<file path="src/hdl/pct_pkg.sv">
// Shared constants for the 2D pair collision test core.
// No dependencies.
package pct_pkg;

    localparam int COORD_BITS_DEF = 32;
    localparam int FRAC_BITS_DEF  = 16;
    localparam int QUEUE_DEPTH    = 4;

    localparam logic SHAPE_CIRCLE = 1'b0;
    localparam logic SHAPE_RECT   = 1'b1;

    localparam logic [1:0] KIND_CC = 2'd0;
    localparam logic [1:0] KIND_RR = 2'd1;
    localparam logic [1:0] KIND_RC = 2'd2;

endpackage

</file>
<file path="src/hdl/pct_queue.sv">
// Short queue between front and back ends; head is read every cycle it holds data.
// Depends on pct_pkg.
module pct_queue #(
    parameter int W     = 8,
    parameter int DEPTH = pct_pkg::QUEUE_DEPTH
) (
    input  logic         i_clk,
    input  logic         i_rst_n,
    input  logic         i_push,
    input  logic [W-1:0] i_data,
    output logic         o_valid,
    output logic [W-1:0] o_data,
    output logic         o_busy
);
    localparam int AW = (DEPTH > 1) ? $clog2(DEPTH) : 1;

    logic [W-1:0]  r_mem [DEPTH];
    logic [AW-1:0] r_wp, n_wp, r_rp, n_rp;
    logic [AW:0]   r_cnt, n_cnt;
    logic          pop;

    assign pop = (r_cnt != '0);

    always_comb begin
        n_wp = r_wp;
        n_rp = r_rp;
        if (i_push) begin
            n_wp = (r_wp == AW'(DEPTH-1)) ? '0 : r_wp + 1'b1;
        end
        if (pop) begin
            n_rp = (r_rp == AW'(DEPTH-1)) ? '0 : r_rp + 1'b1;
        end
        n_cnt = r_cnt + (AW+1)'(i_push) - (AW+1)'(pop);
    end

    always_ff @(posedge i_clk) begin
        if (!i_rst_n) begin
            r_wp  <= '0;
            r_rp  <= '0;
            r_cnt <= '0;
        end else begin
            r_wp  <= n_wp;
            r_rp  <= n_rp;
            r_cnt <= n_cnt;
        end
        if (i_push) begin
            r_mem[r_wp] <= i_data;
        end
    end

    assign o_valid = pop;
    assign o_data  = r_mem[r_rp];
    assign o_busy  = (r_cnt >= (AW+1)'(DEPTH-1));

endmodule

</file>
<file path="config.mk">
export PLATFORM = sky130hd
export DESIGN_NAME = pct_queue
export DESIGN_NICKNAME = d
export VERILOG_FILES = /design/src/hdl/pct_pkg.sv /design/src/hdl/pct_queue.sv
export SDC_FILE = /design/constraint.sdc
export NUM_CORES = 1
export LEC_CHECK = 0
export BUFFER_PORTS_ARGS = -buffer_cell sky130_fd_sc_hd__buf_2
export CORE_ASPECT_RATIO = 1.4
export CORE_UTILIZATION = 24
export CTS_CLUSTER_SIZE = 24
export DETAILED_ROUTE_END_ITERATION = 12
export GPL_ROUTABILITY_DRIVEN = 0
export GPL_TIMING_DRIVEN = 0
export PLACE_DENSITY = 0.44
export SLEW_MARGIN = 20
export SYNTH_ARGS = -nofsm -noshare
export SYNTH_HDL_FRONTEND = slang
export SYNTH_SLANG_ARGS = --single-unit
</file>
<file path="constraint.sdc">
create_clock -name i_clk -period 4.15 [get_ports i_clk]
set_input_delay 0.6225 -clock i_clk [delete_from_list [all_inputs] [get_ports i_clk]]
set_output_delay 0.6225 -clock i_clk [all_outputs]
set_load 0.01 [all_outputs]
</file>
======== Yosys cells after proc, flatten, opt, wreduce, memory -nomap -nowiden ========
Memories as Yosys holds them, arrays and structs flattened. A register that Yosys moved wholly into a read port is not among the register bits.
Index checks and enable logic that the tools add are counted.
storage, ports and cells
  flip-flop bits (word level) ............. 7
  bits in writable memories ............... 32
  input port bits ......................... 11
  output and inout port bits .............. 10
  word-level logic and storage cells ...... 18
  memories kept ........................... 1
memory list
  memory  depth  bits a word  rd ports  clocked after Yosys merged registers in  write ports  line             RTL
  r_mem   4      8            1         1                                        1            pct_queue.sv:17  logic [W-1:0] r_mem [DEPTH];
operators by class
  add/subtract/negate cells ............... 4
  magnitude comparators ................... 1
  eq/ne operators ......................... 2
  multiplexer cells ....................... 6
  reductions and logical operators ........ 1
operators with widths
  operator                                                                              number
  2-bit 2-to-1 mux                                                                      4
  2-bit by 1-bit adder with 2-bit output (second input constant)                        2
  2-bit equality test (second input constant)                                           2
  3-bit by 1-bit adder with 3-bit output                                                1
  3-bit by 2-bit greater-or-equal comparator with 1-bit output (second input constant)  1
  3-bit nonzero test                                                                    1
  3-bit by 1-bit subtractor with 3-bit output                                           1
  1-bit 2-to-1 mux                                                                      2

======== Depth between registers and ports, before layout ========
  depth after elaboration ................. 4
  mapped depth ............................ 8
  gate-level depth less buffers ........... 8

======== Worst setup path after synthesis ========
OpenSTA, ideal clock, no wires.
  kind .................................... reg-to-reg
  start ................................... reg r_cnt[1]
  end ..................................... reg r_cnt[2]
  library setup time ...................... 115 ps
  arrival ................................. 1,876 ps
  data required time ...................... 4,035 ps
  path slack .............................. 2,159 ps
  stages on the path, launching flop included .. 9
  buffers on the path ..................... 0
  period minus slack after synthesis ...... 1,991 ps
  path through ............................ dfxtp_1 -> nor3_1 -> inv_1 -> ha_1 -> inv_1 -> ha_1 -> fa_1 -> xnor2_1 -> nor2_1
on the way
  cells in the longest elaborated chain, start to end .. 2
  elaborated cells between the ends (all ways) .. 3
  those cells by class .................... 2 x add/sub; 1 x reduce/logical
ends and longest elaborated chain
  what                                         line             RTL
  start: declaration                           pct_queue.sv:19  logic [AW:0] r_cnt, n_cnt;
  start signal: assignment                     pct_queue.sv:44  r_cnt <= n_cnt;
  3-bit nonzero test                           pct_queue.sv:22  assign pop = (r_cnt != '0);
  net o_valid                                  pct_queue.sv:11  output logic o_valid,
  3-bit by 1-bit subtractor with 3-bit output  pct_queue.sv:33  n_cnt = r_cnt + (AW+1)'(i_push) - (AW+1)'(pop);
The timed path passes the listed nets, and every way through them passes these cells.
A chain may end at the register's enable or synchronous reset.

==> implementation parameters <==
Parameter                              Value

Power
  Internal power summed over all cells    0.000837 W
  Switching part of the total    28.0%
  Combinational power share    29.2%
  PwrDens    between 600 and 700 mW/mm^2
  Part of the total power dissipated in sequential elements    43.8%
  Clk network pwr share    27.0%
  Leakage component of the power    0.718 nW
  Switching Power    0.000326 W
  Maximum vdd drop    0.290 mV

Clocking
  # clock sinks    41
  H-tree level count    2
  Clock transition at the register clock pins on the worst setup and hold paths after CTS    0.07 ns
  Clk root buf    clkbuf_8
  Hold bufs inserted after CTS    0
  Maximum clock insertion buffer count    2
  Resized Gates After CTS    0
  Clock latency at the later pin of the worst-skew pair    between 0.2 and 0.3 ns
  Clock buffer count from CTS    5
  Post CTS Setup Buffer Count    0
  Clock tree from TritonCTS    yes

Yosys
  Synth unique cells    18
  Number of instances in the synthesized netlist    91
  Share of synthesized area occupied by flip-flops and latches    70.0%
  Yosys Warn Count    0
  Area of the mapped netlist    0.00163 mm^2
  Net Count, Synth    around 110
  Mapped Avg Cell Area    around 18 um^2
  #FFs+latches synth    41

Critical path
  Type of the setup path with the least slack    flop to output pin
  Kind of end point of the critical path    output pin
  Kind of launch point of the worst setup path    flop
  Largest fanout of any net on the critical path    8
  Critical path arrival    1.47 ns
  Worst reg2reg path depth    7
  Critical path data required time    3.53 ns

Floorplanning
  Die Outline Area    0.00713 mm^2
  Number of standard-cell rows in the floorplan    35
  Area of the core region    roughly 0.0066 mm^2
  I/O pin cnt    21
  Die boundary width    about 70 um
  Vertical die dimension    ~100 um
  Initial Utilization    about a quarter

Cells and area
  Final layout net count    138
  Fin area    0.00193 mm^2
  Share of layout cells above drive strength 1    31.1%
  Util after Layout    29.4%
  Antenna Diode Count    0
  Number of fill cells in the layout    675
  P&R area growth vs syn    18.6%

Hold path
  Hold Path Stages    2
  Min-delay worst type    flop to flop

Timing
  Aggregate negative setup slack    0 ns
  Count of final max-slew check failures    0
  Final clock period utilization by the worst path    between 50% and 60%
  Transition at the pin with the smallest max-transition slack    roughly 0.47 ns
  Final setup skew    0.00575 ns
  Min cycle time layout    2.09 ns
  Final Setup Violations    0
  RSZ-0062 raised after global routing    false
  Max frequency    0.478 GHz
  Worst rel slew slack    68.6%
  Final count of hold timing violations    0

Drt
  Vias after detailed routing    slightly above 800
  Routed wire length    2.70 mm
  Number of detailed-route iterations in the first pass    4
  Average routed wire per standard cell    around 14 um
  Post-detailed-route DRC marker count    0
  Starting DRT DRC Count    22
  Vias per Instance    4.27
  Antenna violation net count after detailed routing    0

Outcome
  Outcome    complete, no violations

Global route
  Total routing usage reported by global routing    8.72%
  Via count of the first global-routing pass    946
  Leftover overflow at the end of global routing    0
  Antenna violations before repair    0
  Largest net degree at the start of global routing    14
  Wire length of the first global-routing pass    4.44 mm

Placement
  Sum of net half-perimeters after detailed placement    approximately 1.9 mm
  Quantity of I/O buffers inserted on ports    20
  Placed instance area    between 0.0015 and 0.002 mm^2

Flow run
  Number of violations of the max-capacitance limit    0
-- flip-flops by register name, indices dropped and copies added (netlist names), named ones only --
register,cells
r_wp,2
r_cnt,3
r_rp,2
r_mem,32
-- area by class of cell --
cell class / instances / area, um^2 / share of cell area (%)
inverters: 9 / 33.8 / 1.75
clock inverters: 3 / 41.3 / 2.14
clock buffers: 5 / 68.8 / 3.56
flip-flops and latches: 41 / 1140 / 59.1
plain buffers: 2 / 16.3 / 0.842
repair buffers: 20 / 100 / 5.18
well taps: 74 / 92.6 / 4.79
multi-input cells: 39 / 438 / 22.7
-- layer usage --
metal | GRT usage (%) | routed length, um | vias up
met1 | 8.57 | 1080 | 413
met2 | 16.0 | 1470 | 20
met5 | 0 | 0 | -
met3 | 2.43 | 98 | 6
met4 | 4.98 | 53 | 0
li1 | - | - | 385
-- critical path, stage by stage (launching register included) --
cell     delay (ns)
dfxtp_1        0.34
buf_6          0.17
mux4_2         0.52
buf_2          0.16
-- power by group through the flow --
stage          registers [W]  clock network [W]  logic, W
2_1_floorplan       0.000513                  0  0.000245
3_3_place_gp        0.000516                  0  0.000339
3_5_place_dp        0.000520                  0  0.000351
4_1_cts             0.000511           0.000325  0.000353
5_1_grt             0.000514           0.000346  0.000382
6_report            0.000510           0.000314  0.000339
-- stage by stage --
step	cells	hold WS, ns	setup WS, ns	total power (W)
2_1_floorplan	91	0.465	2.16	0.000758
3_3_place_gp	185	0.479	2.06	0.000856
3_5_place_dp	185	0.506	2.05	0.000871
4_1_cts	193	0.517	2.02	0.00119
5_1_grt	193	0.535	1.92	0.00124
6_report	193	0.507	2.06	0.00116
-- logic make-up (layout without fill, tap and decap cells) --
family | Yosys count | in the layout | share of synthesized area [%]
DFF | 41 | 41 | 70.0
and+or+nand+nor | 16 | 16 | 5.45
muxes | 11 | 11 | 12.9
buffers and inverters | 11 | 39 | 3.07
adders and majority gates | 9 | 9 | 7.37
AOI/OAI and AO/OA | 2 | 2 | 0.614
xor gates and xnor gates | 1 | 1 | 0.538
-- cell usage in the layout, fill, tap and decap left out, types with 2 or more instances in the layout --
| master | netlist | routed |
|---|---|---|
| nor2_1 | 2 | 2 |
| or3b_1 | 2 | 2 |
| clkbuf_8 | 0 | 5 |
| inv_1 | 9 | 9 |
| buf_2 | 0 | 20 |
| ha_1 | 8 | 8 |
| and2_1 | 6 | 6 |
| mux2i_1 | 3 | 3 |
| mux4_2 | 8 | 8 |
| nand2_1 | 4 | 4 |
| edfxtp_1 | 32 | 32 |
| dfxtp_1 | 9 | 9 |
-- synthesized netlist by cell type --
library cell	instances	area [um^2]
nor3_1	1	5.00
a21oi_1	1	5.00
o21ai_0	1	5.00
dfxtp_1	9	180
ha_1	8	100
nand2b_1	1	6.26
clkbuf_2	1	5.00
xnor2_1	1	8.76
and2_1	6	37.5
edfxtp_1	32	961
mux4_2	8	180
or3b_1	2	17.5
nand2_1	4	15.0
mux2i_1	3	30.0
buf_6	1	11.3
fa_1	1	20.0
nor2_1	2	7.51
inv_1	9	33.8
-- final timing paths --
kind	start	end	slack (ns)
worst max register to register	r_cnt[1]	r_cnt[1]	2.08
worst min-delay path	r_rp[0]	flop	0.51
worst min register to register	r_rp[0]	flop	0.51
worst max-delay path	flop	o_data[5]	2.06
Power figures use the tool's default switching activity.
