### src/hdl/pct_pkg.sv
// Shared constants for the 2D pair collision test core.
// No dependencies.
package pct_pkg;

    localparam int COORD_BITS_DEF = 32;
    localparam int FRAC_BITS_DEF  = 16;
    localparam int QUEUE_DEPTH    = 4;

    localparam logic SHAPE_CIRCLE = 1'b0;
    localparam logic SHAPE_RECT   = 1'b1;

    localparam logic [1:0] KIND_CC = 2'd0;
    localparam logic [1:0] KIND_RR = 2'd1;
    localparam logic [1:0] KIND_RC = 2'd2;

endpackage

### src/hdl/pct_front.sv
// Front end: orders the pair, takes center deltas, classifies the test.
// Rectangle pairs are finished here; round tests leave as vector and limit.
// Depends on pct_pkg.
module pct_front #(
    parameter int CB = pct_pkg::COORD_BITS_DEF,
    parameter int FB = pct_pkg::FRAC_BITS_DEF,
    parameter int EW = 8
) (
    input  logic                 i_clk,
    input  logic                 i_rst_n,
    input  logic                 i_accept,
    input  logic                 i_shape_first,
    input  logic signed [CB-1:0] i_center_x_first,
    input  logic signed [CB-1:0] i_center_y_first,
    input  logic        [CB-2:0] i_size_x_first,
    input  logic        [CB-2:0] i_size_y_first,
    input  logic                 i_shape_second,
    input  logic signed [CB-1:0] i_center_x_second,
    input  logic signed [CB-1:0] i_center_y_second,
    input  logic        [CB-2:0] i_size_x_second,
    input  logic        [CB-2:0] i_size_y_second,
    output logic                 o_push,
    output logic        [EW-1:0] o_entry
);
    import pct_pkg::*;

    typedef struct packed {
        logic                 rect;
        logic                 rhit;
        logic signed [FB+1:0] rnx;
        logic signed [FB+1:0] rny;
        logic        [CB-2:0] rpen;
        logic                 sx;
        logic                 sy;
        logic        [CB-1:0] mx;
        logic        [CB-1:0] my;
        logic        [CB-1:0] radius;
        logic                 zx_one;
        logic        [CB-2:0] zpen;
        logic                 swapped;
    } t_entry;

    localparam logic signed [FB+1:0] ONE = (FB+2)'(1) << FB;
    localparam logic [CB+1:0] PEN_MAX = (CB+2)'({(CB-1){1'b1}});

    logic               r_v, n_v;
    logic [1:0]         r_kind, n_kind;
    logic signed [CB:0] r_dx, n_dx, r_dy, n_dy;
    logic [CB-2:0]      r_aw, n_aw, r_ah, n_ah, r_bw, n_bw, r_bh, n_bh;
    logic               r_swp, n_swp;

    logic signed [CB-1:0] ax, ay, bx, by;
    logic                 swp;

    always_comb begin
        swp = (i_shape_first == SHAPE_CIRCLE) && (i_shape_second == SHAPE_RECT);
        ax = swp ? i_center_x_second : i_center_x_first;
        ay = swp ? i_center_y_second : i_center_y_first;
        bx = swp ? i_center_x_first : i_center_x_second;
        by = swp ? i_center_y_first : i_center_y_second;
        n_aw = swp ? i_size_x_second : i_size_x_first;
        n_ah = swp ? i_size_y_second : i_size_y_first;
        n_bw = swp ? i_size_x_first : i_size_x_second;
        n_bh = swp ? i_size_y_first : i_size_y_second;
        n_dx = {bx[CB-1], bx} - {ax[CB-1], ax};
        n_dy = {by[CB-1], by} - {ay[CB-1], ay};
        n_swp = swp;
        n_v = i_accept;
        if (i_shape_first == SHAPE_CIRCLE && i_shape_second == SHAPE_CIRCLE) begin
            n_kind = KIND_CC;
        end else if (i_shape_first == SHAPE_RECT && i_shape_second == SHAPE_RECT) begin
            n_kind = KIND_RR;
        end else begin
            n_kind = KIND_RC;
        end
    end

    always_ff @(posedge i_clk) begin
        if (!i_rst_n) begin
            r_v <= 1'b0;
        end else begin
            r_v <= n_v;
        end
        r_kind <= n_kind;
        r_dx   <= n_dx;
        r_dy   <= n_dy;
        r_aw   <= n_aw;
        r_ah   <= n_ah;
        r_bw   <= n_bw;
        r_bh   <= n_bh;
        r_swp  <= n_swp;
    end

    logic        [CB:0]   adx, ady;
    logic signed [CB+1:0] ox, oy;
    logic signed [CB:0]   aws, ahs, vx, vy;
    logic        [CB:0]   avx, avy;
    t_entry               e;

    always_comb begin
        adx = r_dx[CB] ? (CB+1)'(-r_dx) : (CB+1)'(r_dx);
        ady = r_dy[CB] ? (CB+1)'(-r_dy) : (CB+1)'(r_dy);
        ox = $signed({3'b000, r_aw} + {3'b000, r_bw} - {1'b0, adx});
        oy = $signed({3'b000, r_ah} + {3'b000, r_bh} - {1'b0, ady});
        aws = $signed({2'b00, r_aw});
        ahs = $signed({2'b00, r_ah});
        e = '0;
        e.swapped = r_swp;
        unique case (r_kind)
            KIND_RR: begin
                e.rect = 1'b1;
                e.rhit = (ox > 0) && (oy > 0);
                if (e.rhit) begin
                    if (ox > oy) begin
                        e.rpen = ($unsigned(oy) > PEN_MAX) ? PEN_MAX[CB-2:0] : oy[CB-2:0];
                        e.rny  = r_dy[CB] ? -ONE : ONE;
                    end else begin
                        e.rpen = ($unsigned(ox) > PEN_MAX) ? PEN_MAX[CB-2:0] : ox[CB-2:0];
                        e.rnx  = r_dx[CB] ? -ONE : ONE;
                    end
                end
                vx = '0;
                vy = '0;
            end
            KIND_CC: begin
                vx = r_dx;
                vy = r_dy;
                e.radius = {1'b0, r_aw} + {1'b0, r_bw};
                e.zx_one = 1'b1;
                e.zpen   = r_aw;
            end
            default: begin
                if (r_dx > aws) begin
                    vx = r_dx - aws;
                end else if (r_dx < -aws) begin
                    vx = r_dx + aws;
                end else begin
                    vx = '0;
                end
                if (r_dy > ahs) begin
                    vy = r_dy - ahs;
                end else if (r_dy < -ahs) begin
                    vy = r_dy + ahs;
                end else begin
                    vy = '0;
                end
                e.radius = {1'b0, r_bw};
                e.zx_one = 1'b0;
                e.zpen   = r_bw;
            end
        endcase
        avx  = vx[CB] ? (CB+1)'(-vx) : (CB+1)'(vx);
        avy  = vy[CB] ? (CB+1)'(-vy) : (CB+1)'(vy);
        e.sx = vx[CB];
        e.sy = vy[CB];
        e.mx = avx[CB-1:0];
        e.my = avy[CB-1:0];
    end

    assign o_push  = r_v;
    assign o_entry = EW'(e);

endmodule

### config.mk
export PLATFORM = sky130hd
export DESIGN_NAME = pct_front
export DESIGN_NICKNAME = d
export VERILOG_FILES = /design/src/hdl/pct_pkg.sv /design/src/hdl/pct_front.sv
export SDC_FILE = /design/constraint.sdc
export NUM_CORES = 1
export LEC_CHECK = 0
export ABC_AREA = 0
export BUFFER_PORTS_ARGS = -buffer_cell sky130_fd_sc_hd__buf_2
export CORE_AREA = 2 2 103 105
export CTS_CLUSTER_DIAMETER = 80
export DETAILED_ROUTE_END_ITERATION = 10
export DIE_AREA = 0 0 105 107
export PLACE_DENSITY = 0.42
export SLEW_MARGIN = 20
export SYNTH_ARGS = -nofsm -noshare
export SYNTH_HDL_FRONTEND = slang
export SYNTH_SLANG_ARGS = --single-unit
### constraint.sdc
create_clock -name i_clk -period 2.3 [get_ports i_clk]
set_input_delay 0.23 -clock i_clk [delete_from_list [all_inputs] [get_ports i_clk]]
set_output_delay 0.23 -clock i_clk [all_outputs]
set_load 0.05 [all_outputs]
Word level (Yosys, flattened, before mapping)
Cells that the tools add are included.

Reduce and logical (&&, ||, !) cells: 4. Eq/ne operators: 1. Bitwise logic cells: 2. Multiplexer cells: 4.

Operator list (number): $mux W31 (2); $pmux W7 S2 (1); $logic_and A1 B1 Y1 (3); $eq A2 B1 Y1 const B (1); $logic_not A2 Y1 (1); $mux W2 (1); $not A1 Y1 (2).

Bits of input ports: 257. Flip-flop bits (word level): 66. Word-level logic and storage cells: 16.

Logic depth before layout (Yosys ltp)
Gate-level depths: netlist (run 1).

Depth in word-level cells: 3. Depth in mapped cells: 4. Depth with buffers taken out: 2.

Worst setup path after synthesis (run 1)
No wires, ideal clock.

Kind: register to output. Start point: register r_kind[1]. End point: output o_entry[1]. Arrival time: 1.714 ns. Setup slack: 0.356 ns. Cell stages (with the launch flop): 4. Buffers on the path: 1. Cells stage by stage: dfxtp_1 clkbuf_1 nand2b_1 o21ai_0.

Longest elaborated chain between the ends: 2. Elaborated cells on any way between the ends: 3.

RTL lines: from (decl) (line pct_front.sv:47) `logic [1:0] r_kind, n_kind;`; from (signal assigned) (line pct_front.sv:84) `r_kind <= n_kind;`; $eq A2 B1 Y1 / $logic_not A2 Y1 (equally long branches) (line pct_front.sv:109) `unique case (r_kind)`; $pmux W7 S2 * (line pct_front.sv:109); to (decl) (line pct_front.sv:23) `output logic [EW-1:0] o_entry`.

Every way passes the cells marked *; elsewhere a longest branch is shown, timed or not.

Final worst setup path (run 1)
Start point: register r_kind[1]. End point: output o_entry[3].

Same word-level chain as after synthesis.

==> flow_metrics.env, run 1 <==
export IMPL_ios=266
export IMPL_clock_sinks=18
export IMPL_slowest_stage="dfxtp_1"
export IMPL_antenna_found_initial=0
export IMPL_required_ps=2070
export IMPL_port_buffers=27
export IMPL_pre_cts_ws_ps=856.1
export IMPL_synth_area_um2=726.9
export IMPL_cp_depth=3
export IMPL_grt_pass1_vias=495
export IMPL_synthTopCellsByCount="dfxtp_1 (18), mux2_4 (9), nand2_1 (7), nand2b_1 (7), o21ai_0 (7)"
export IMPL_hold_viol=0
export IMPL_ctsRootBufferMaster="clkbuf_8"
export IMPL_fin_ws_ps=654.0
export IMPL_grt_max_degree=16
export IMPL_setup_tns_final_ps=0
export IMPL_vdd_ir_drop_worst_mv=0.1443
export IMPL_hold_path_class="in -> reg"
export IMPL_synth_area_top_cells="dfxtp_1 (50%), mux2_4 (19%), mux2_2 (7.7%)"
export IMPL_critPathLaunch="r_kind[1]$_SDFF_PP0_"
export IMPL_setup_violations_final=0
export IMPL_cp_max_fo=14
export IMPL_cts_tree="yes"
export IMPL_synthAdderAreaFrac=0
export IMPL_crit_type="reg -> out"
export IMPL_drc_errors=0
export IMPL_muxShareOfSynthArea=0.2633
export IMPL_drt_vias_per_instance=2.165
export IMPL_synth_xor_area_share=0.01205
export IMPL_routed_wirelength_um=1895
export IMPL_grt_overflow_total=0
export IMPL_synth_top_area_cell="dfxtp_1"
export IMPL_start_util=0.07203
export IMPL_synth_simple_area_share=0.1222
export IMPL_end_kind="primary output"
export IMPL_fin_crit_ps=1646
export IMPL_track_usage=0.03649
export IMPL_clk_pin_slew_ps=70
export IMPL_crit_chain="nand2b_1 > o21ai_0 > buf_2"
export IMPL_critPathBufInv=1
export IMPL_fmax_mhz=607.5
export IMPL_final_layout_size_suffix_gt1_frac=0.5227
export IMPL_cellPowerDensity_nw_per_um2=703.7
export IMPL_grt_pass1_wl_um=2829
export IMPL_grt_use_met3=0.02188
export IMPL_htreeDepth=1
export IMPL_num_rows=37
export IMPL_netlist_instances=61
export IMPL_yosysMostFrequentCell="dfxtp_1"
export IMPL_slew_viol_final=0
export IMPL_leakage_uw=0.0004287
export IMPL_outcome="completed"
export IMPL_cp_slowest_stage_delay_ps=450
export IMPL_drt_wirelength_per_cell_um=8.460
export IMPL_area_growth_pct=43.20
export IMPL_ctsResizeCount=0
export IMPL_syn_nets=318
export IMPL_crit_end="o_entry[3]"
export IMPL_final_antenna_net_count=0
export IMPL_synth_compound_area_frac=0.04819
export IMPL_cts_buffer_depth=2
export IMPL_met1_usage=0.04555
export IMPL_use_met2=0.04917
export IMPL_post_cts_buffers=0
export IMPL_diodes=0
export IMPL_core_area_um2=10090
export IMPL_synth_top_area_share=0.4957
export IMPL_cp_arrival_ps=1420
export IMPL_synth_ff_type="dfxtp_1"
export IMPL_syn_avg_cell_area_um2=11.92
export IMPL_drt_first_pass_iters=3
export IMPL_tightestPinTransition_ps=460.5
export IMPL_drv_cap=0
export IMPL_crit_family="flip-flops"
export IMPL_nets=347
export IMPL_synth_top_family_by_area="multiplexers"
export IMPL_setup_worst_path_start_class="flip-flop"
export IMPL_hpwlAfterDp_um=1446
export IMPL_fill_cells=1213
export IMPL_ctsHoldBuffers=0
export IMPL_synth_edf_count=0
export IMPL_seq_area_frac_synth=0.4957
export IMPL_cts_made_buffers=3
export IMPL_die_w_um=105
export IMPL_dieArea_um2=11240
export IMPL_grt_setup_unrepaired="no"
export IMPL_gp_congestion=0.5397
export IMPL_timing_slew_headroom=0.6926
export IMPL_die_h_um=107
export IMPL_drt_initial_drc_count=3
export IMPL_fin_crit_sh=0.7157
export IMPL_yosysWarnings=0
export IMPL_vias=485
export IMPL_ys_seq_elements=18
export IMPL_yosysUniqueCellTypes=13
export IMPL_async_reset_ff_frac=0
export IMPL_grt_busiest_layer="met2"
[cells in the final DEF, fill, tap and decap left out]
cell,netlist,routed
and2_1,2,2
clkbuf_8,0,3
buf_2,0,27
mux2_4,9,9
mux2_2,5,5
xor2_1,1,1
nor2b_2,0,1
o21ai_0,7,7
nand2b_1,7,7
nand2_1,7,7
buf_4,1,1
dfxtp_1,18,18
[final cells by class]
cell class                      count  area [um^2]  area share
Clock buffer                        3        41.29     0.03966
Multi-Input combinational cell     39        326.6      0.3137
Sequential cell                    18        360.3      0.3462
Tap cell                          136        170.2      0.1635
Timing Repair Buffer               28        142.6      0.1370
[metal layers]
metal  part of all wire  wire, um
met2               0.39       748
met4              0.015        28
met5                  0         0
met3               0.10       198
met1               0.48       919
[cell families (layout without fill, tap and decap cells)]
kind of cell,Yosys count,after routing
DFF,18,18
and+or+nand+nor,17,17
muxes,14,14
AOI/OAI and AO/OA,7,7
buffers and inverters,4,31
xor gates and xnor gates,1,1
[where the power goes]
group | leakage (uW) | internal, uW | switching, uW
Sequential | 0.000152 | 336 | 14.5
Clock | 0.0000216 | 116 | 99.2
Combinational | 0.000256 | 61.7 | 105
[how the worst min path moves through the flow]
stage | from | endpoint | cells past startpoint
2_1_floorplan | i_shape_first | r_kind[1]$_SDFF_PP0_ | 1
3_3_place_gp | i_shape_second | r_kind[1]$_SDFF_PP0_ | 2
3_5_place_dp | i_rst_n | o_push$_SDFF_PN0_ | 2
4_1_cts | i_shape_second | r_kind[1]$_SDFF_PP0_ | 2
5_1_grt | i_rst_n | o_push$_SDFF_PN0_ | 2
6_report | i_shape_second | r_kind[1]$_SDFF_PP0_ | 2
[state kept, by name, indices dropped and copies added (netlist names)]
signal	flops
r_aw	7
r_bw	7
r_kind	2
o_push	1
r_swp	1
[per-stage QoR]
stage | util | hold slack [ps] | instance area (um^2) | std cells | total power, uW
final | 0.1031 | 183.6 | 1041 | 224 | 732.5
after global routing | 0.1031 | 175.9 | 1041 | 224 | 784.7
after CTS | 0.1031 | 171.1 | 1041 | 224 | 760.1
after detailed placement | 0.09906 | 444.2 | 999.7 | 221 | 529.5
after global placement | 0.09906 | 440.7 | 999.7 | 221 | 528.7
after floorplan | - | 322.7 | 726.9 | 61 | 478.9
Note: power is estimated with default switching activity, not from simulation.
==> inputs of run 2 (changes only) <==
Settings changed: PLACE_DENSITY 0.42 to 0.43.
Clock period 2.3 ns to 1.5 ns, I/O delays scaled along.
==> run 2 against run 1 <==
- setup slack worse by 550 ps
- final cell count stayed put
- largest cell class unchanged
- die area stayed put
- largest power group unchanged
==> flow_metrics.env, run 2 (same netlist as run 1, synthesis figures left out) <==
export IMPL_die_w_um=105
export IMPL_setup_worst_path_start_class="flip-flop"
export IMPL_fmax_mhz=717.3
export IMPL_min_to="r_kind[1]$_SDFF_PP0_"
export IMPL_cts_made_buffers=3
export IMPL_drt_wirelength_per_cell_um=8.513
export IMPL_layout_common_cells="buf_2 (23), dfxtp_1 (17), mux2_4 (9)"
export IMPL_tightestPinTransition_ps=400.4
export IMPL_drt_first_pass_iters=3
export IMPL_grt_max_degree=16
export IMPL_drt_initial_drc_count=18
export IMPL_nets=347
export IMPL_core_area_um2=10090
export IMPL_hold_viol=0
export IMPL_cp_slowest_stage_delay_ps=400
export IMPL_grt_overflow_total=0
export IMPL_timing_slew_headroom=0.7327
export IMPL_hold_path_class="in -> reg"
export IMPL_vias=497
export IMPL_maxUsedRoutingLayer="met4"
export IMPL_area_growth_pct=46.47
export IMPL_largest_registers="r_aw (7), r_bw (7), r_kind (2)"
export IMPL_crit_family="flip-flops"
export IMPL_mostFrequentLayoutCell="buf_2"
export IMPL_final_area_um2=1065
export IMPL_crit_chain="nand2b_1 > o21ai_1 > buf_4"
export IMPL_end_kind="primary output"
export IMPL_grt_pass1_wl_um=2884
export IMPL_cellPowerDensity_nw_per_um2=1079
export IMPL_route_met2_wl_um=788
export IMPL_cts_tree="yes"
export IMPL_grt_pass1_vias=520
export IMPL_post_dp_cell_area_um2=1012
export IMPL_critPathBufInv=1
export IMPL_port_buffers=27
export IMPL_hold_depth=2
export IMPL_post_cts_buffers=0
export IMPL_slew_viol_final=0
export IMPL_start_util=0.07203
export IMPL_hpwlAfterDp_um=1454
export IMPL_ios=266
export IMPL_place_inst=221
export IMPL_die_h_um=107
export IMPL_clk_pin_slew_ps=70
export IMPL_stdcell_count=224
export IMPL_drt_vias_per_instance=2.219
export IMPL_holdWs_ps=92.94
export IMPL_setup_tns_final_ps=0
export IMPL_wl_met1_um=878
export IMPL_cts_buffer_depth=2
export IMPL_drv_cap=0
export IMPL_slowest_stage="dfxtp_2"
export IMPL_fin_crit_sh=0.9294
export IMPL_htreeDepth=1
export IMPL_crit_type="reg -> out"
export IMPL_leakage_uw=0.0004352
export IMPL_setup_violations_final=0
export IMPL_diodes=0
export IMPL_final_antenna_net_count=0
export IMPL_antenna_found_initial=0
export IMPL_vdd_ir_drop_worst_mv=0.2099
export IMPL_required_ps=1350
export IMPL_hold_path_startpoint="i_shape_second"
export IMPL_met3_length_um=209
export IMPL_ctsRootBufferMaster="clkbuf_8"
export IMPL_routed_wirelength_um=1907
export IMPL_outcome="completed"
export IMPL_final_core_util=0.1055
export IMPL_fin_crit_ps=1394
export IMPL_dieArea_um2=11240
export IMPL_fill_cells=1197
export IMPL_cp_max_fo=14
export IMPL_ctsHoldBuffers=0
export IMPL_drc_errors=0
export IMPL_num_rows=37
export IMPL_final_layout_size_suffix_gt1_frac=0.5341
export IMPL_cp_arrival_ps=1240
export IMPL_track_usage=0.03726
export IMPL_grt_setup_unrepaired="no"
export IMPL_gp_congestion=0.5540
export IMPL_clock_sinks=18
==> run 2: cell count changes in the layout (fill, tap and decap cells not counted), sizes merged <==
cell	before	now
buf	28	26
clkbuf	3	5
==> run 2: repair_timing <==
action,CTS,global route
hold endpoints to repair,0,0
resized for setup,2,4
setup endpoints to repair,7,3
==> run 2: final cells by class <==
type | instances | area (um^2) | share of cell area
Sequential cell | 18 | 361.6 | 0.3396
Timing Repair Buffer | 28 | 165.2 | 0.1551
Multi-Input combinational cell | 39 | 326.6 | 0.3067
Clock buffer | 3 | 41.29 | 0.03878
Tap cell | 136 | 170.2 | 0.1598
==> run 2: per-layer routing <==
layer	track usage	vias up
met4	0.01714	0
met5	0	-
met3	0.02371	2
met1	0.04627	216
li1	-	255
met2	0.04963	24
==> run 2: worst max-delay path by stage <==
stage | to | cells after the start | slack [ps] | startpoint
detailed placement | o_entry[5] | 3 | 140 | r_kind[1]$_SDFF_PP0_
global route | o_entry[3] | 3 | 10 | r_kind[1]$_SDFF_PP0_
CTS | o_entry[2] | 3 | 20 | r_kind[1]$_SDFF_PP0_
finish | o_entry[5] | 3 | 110 | r_kind[1]$_SDFF_PP0_
global placement | o_entry[5] | 3 | 180 | r_kind[1]$_SDFF_PP0_
floorplan | o_entry[1] | 3 | 10 | r_kind[1]$_SDFF_PP0_
==> run 2: where the power goes <==
group	leakage [uW]	switching, uW	internal (uW)
clock	0.0000216	161	178
sequential	0.000152	23.3	516
combinational	0.000262	163	108
total	0.000435	347	802
==> run 2: stage by stage <==
stage	worst slack, ps	total power [uW]
2_1_floorplan	12.85	738.4
3_3_place_gp	175.2	817.8
3_5_place_dp	141.8	818.5
4_1_cts	20.26	1179
5_1_grt	10.31	1223
6_report	105.8	1149
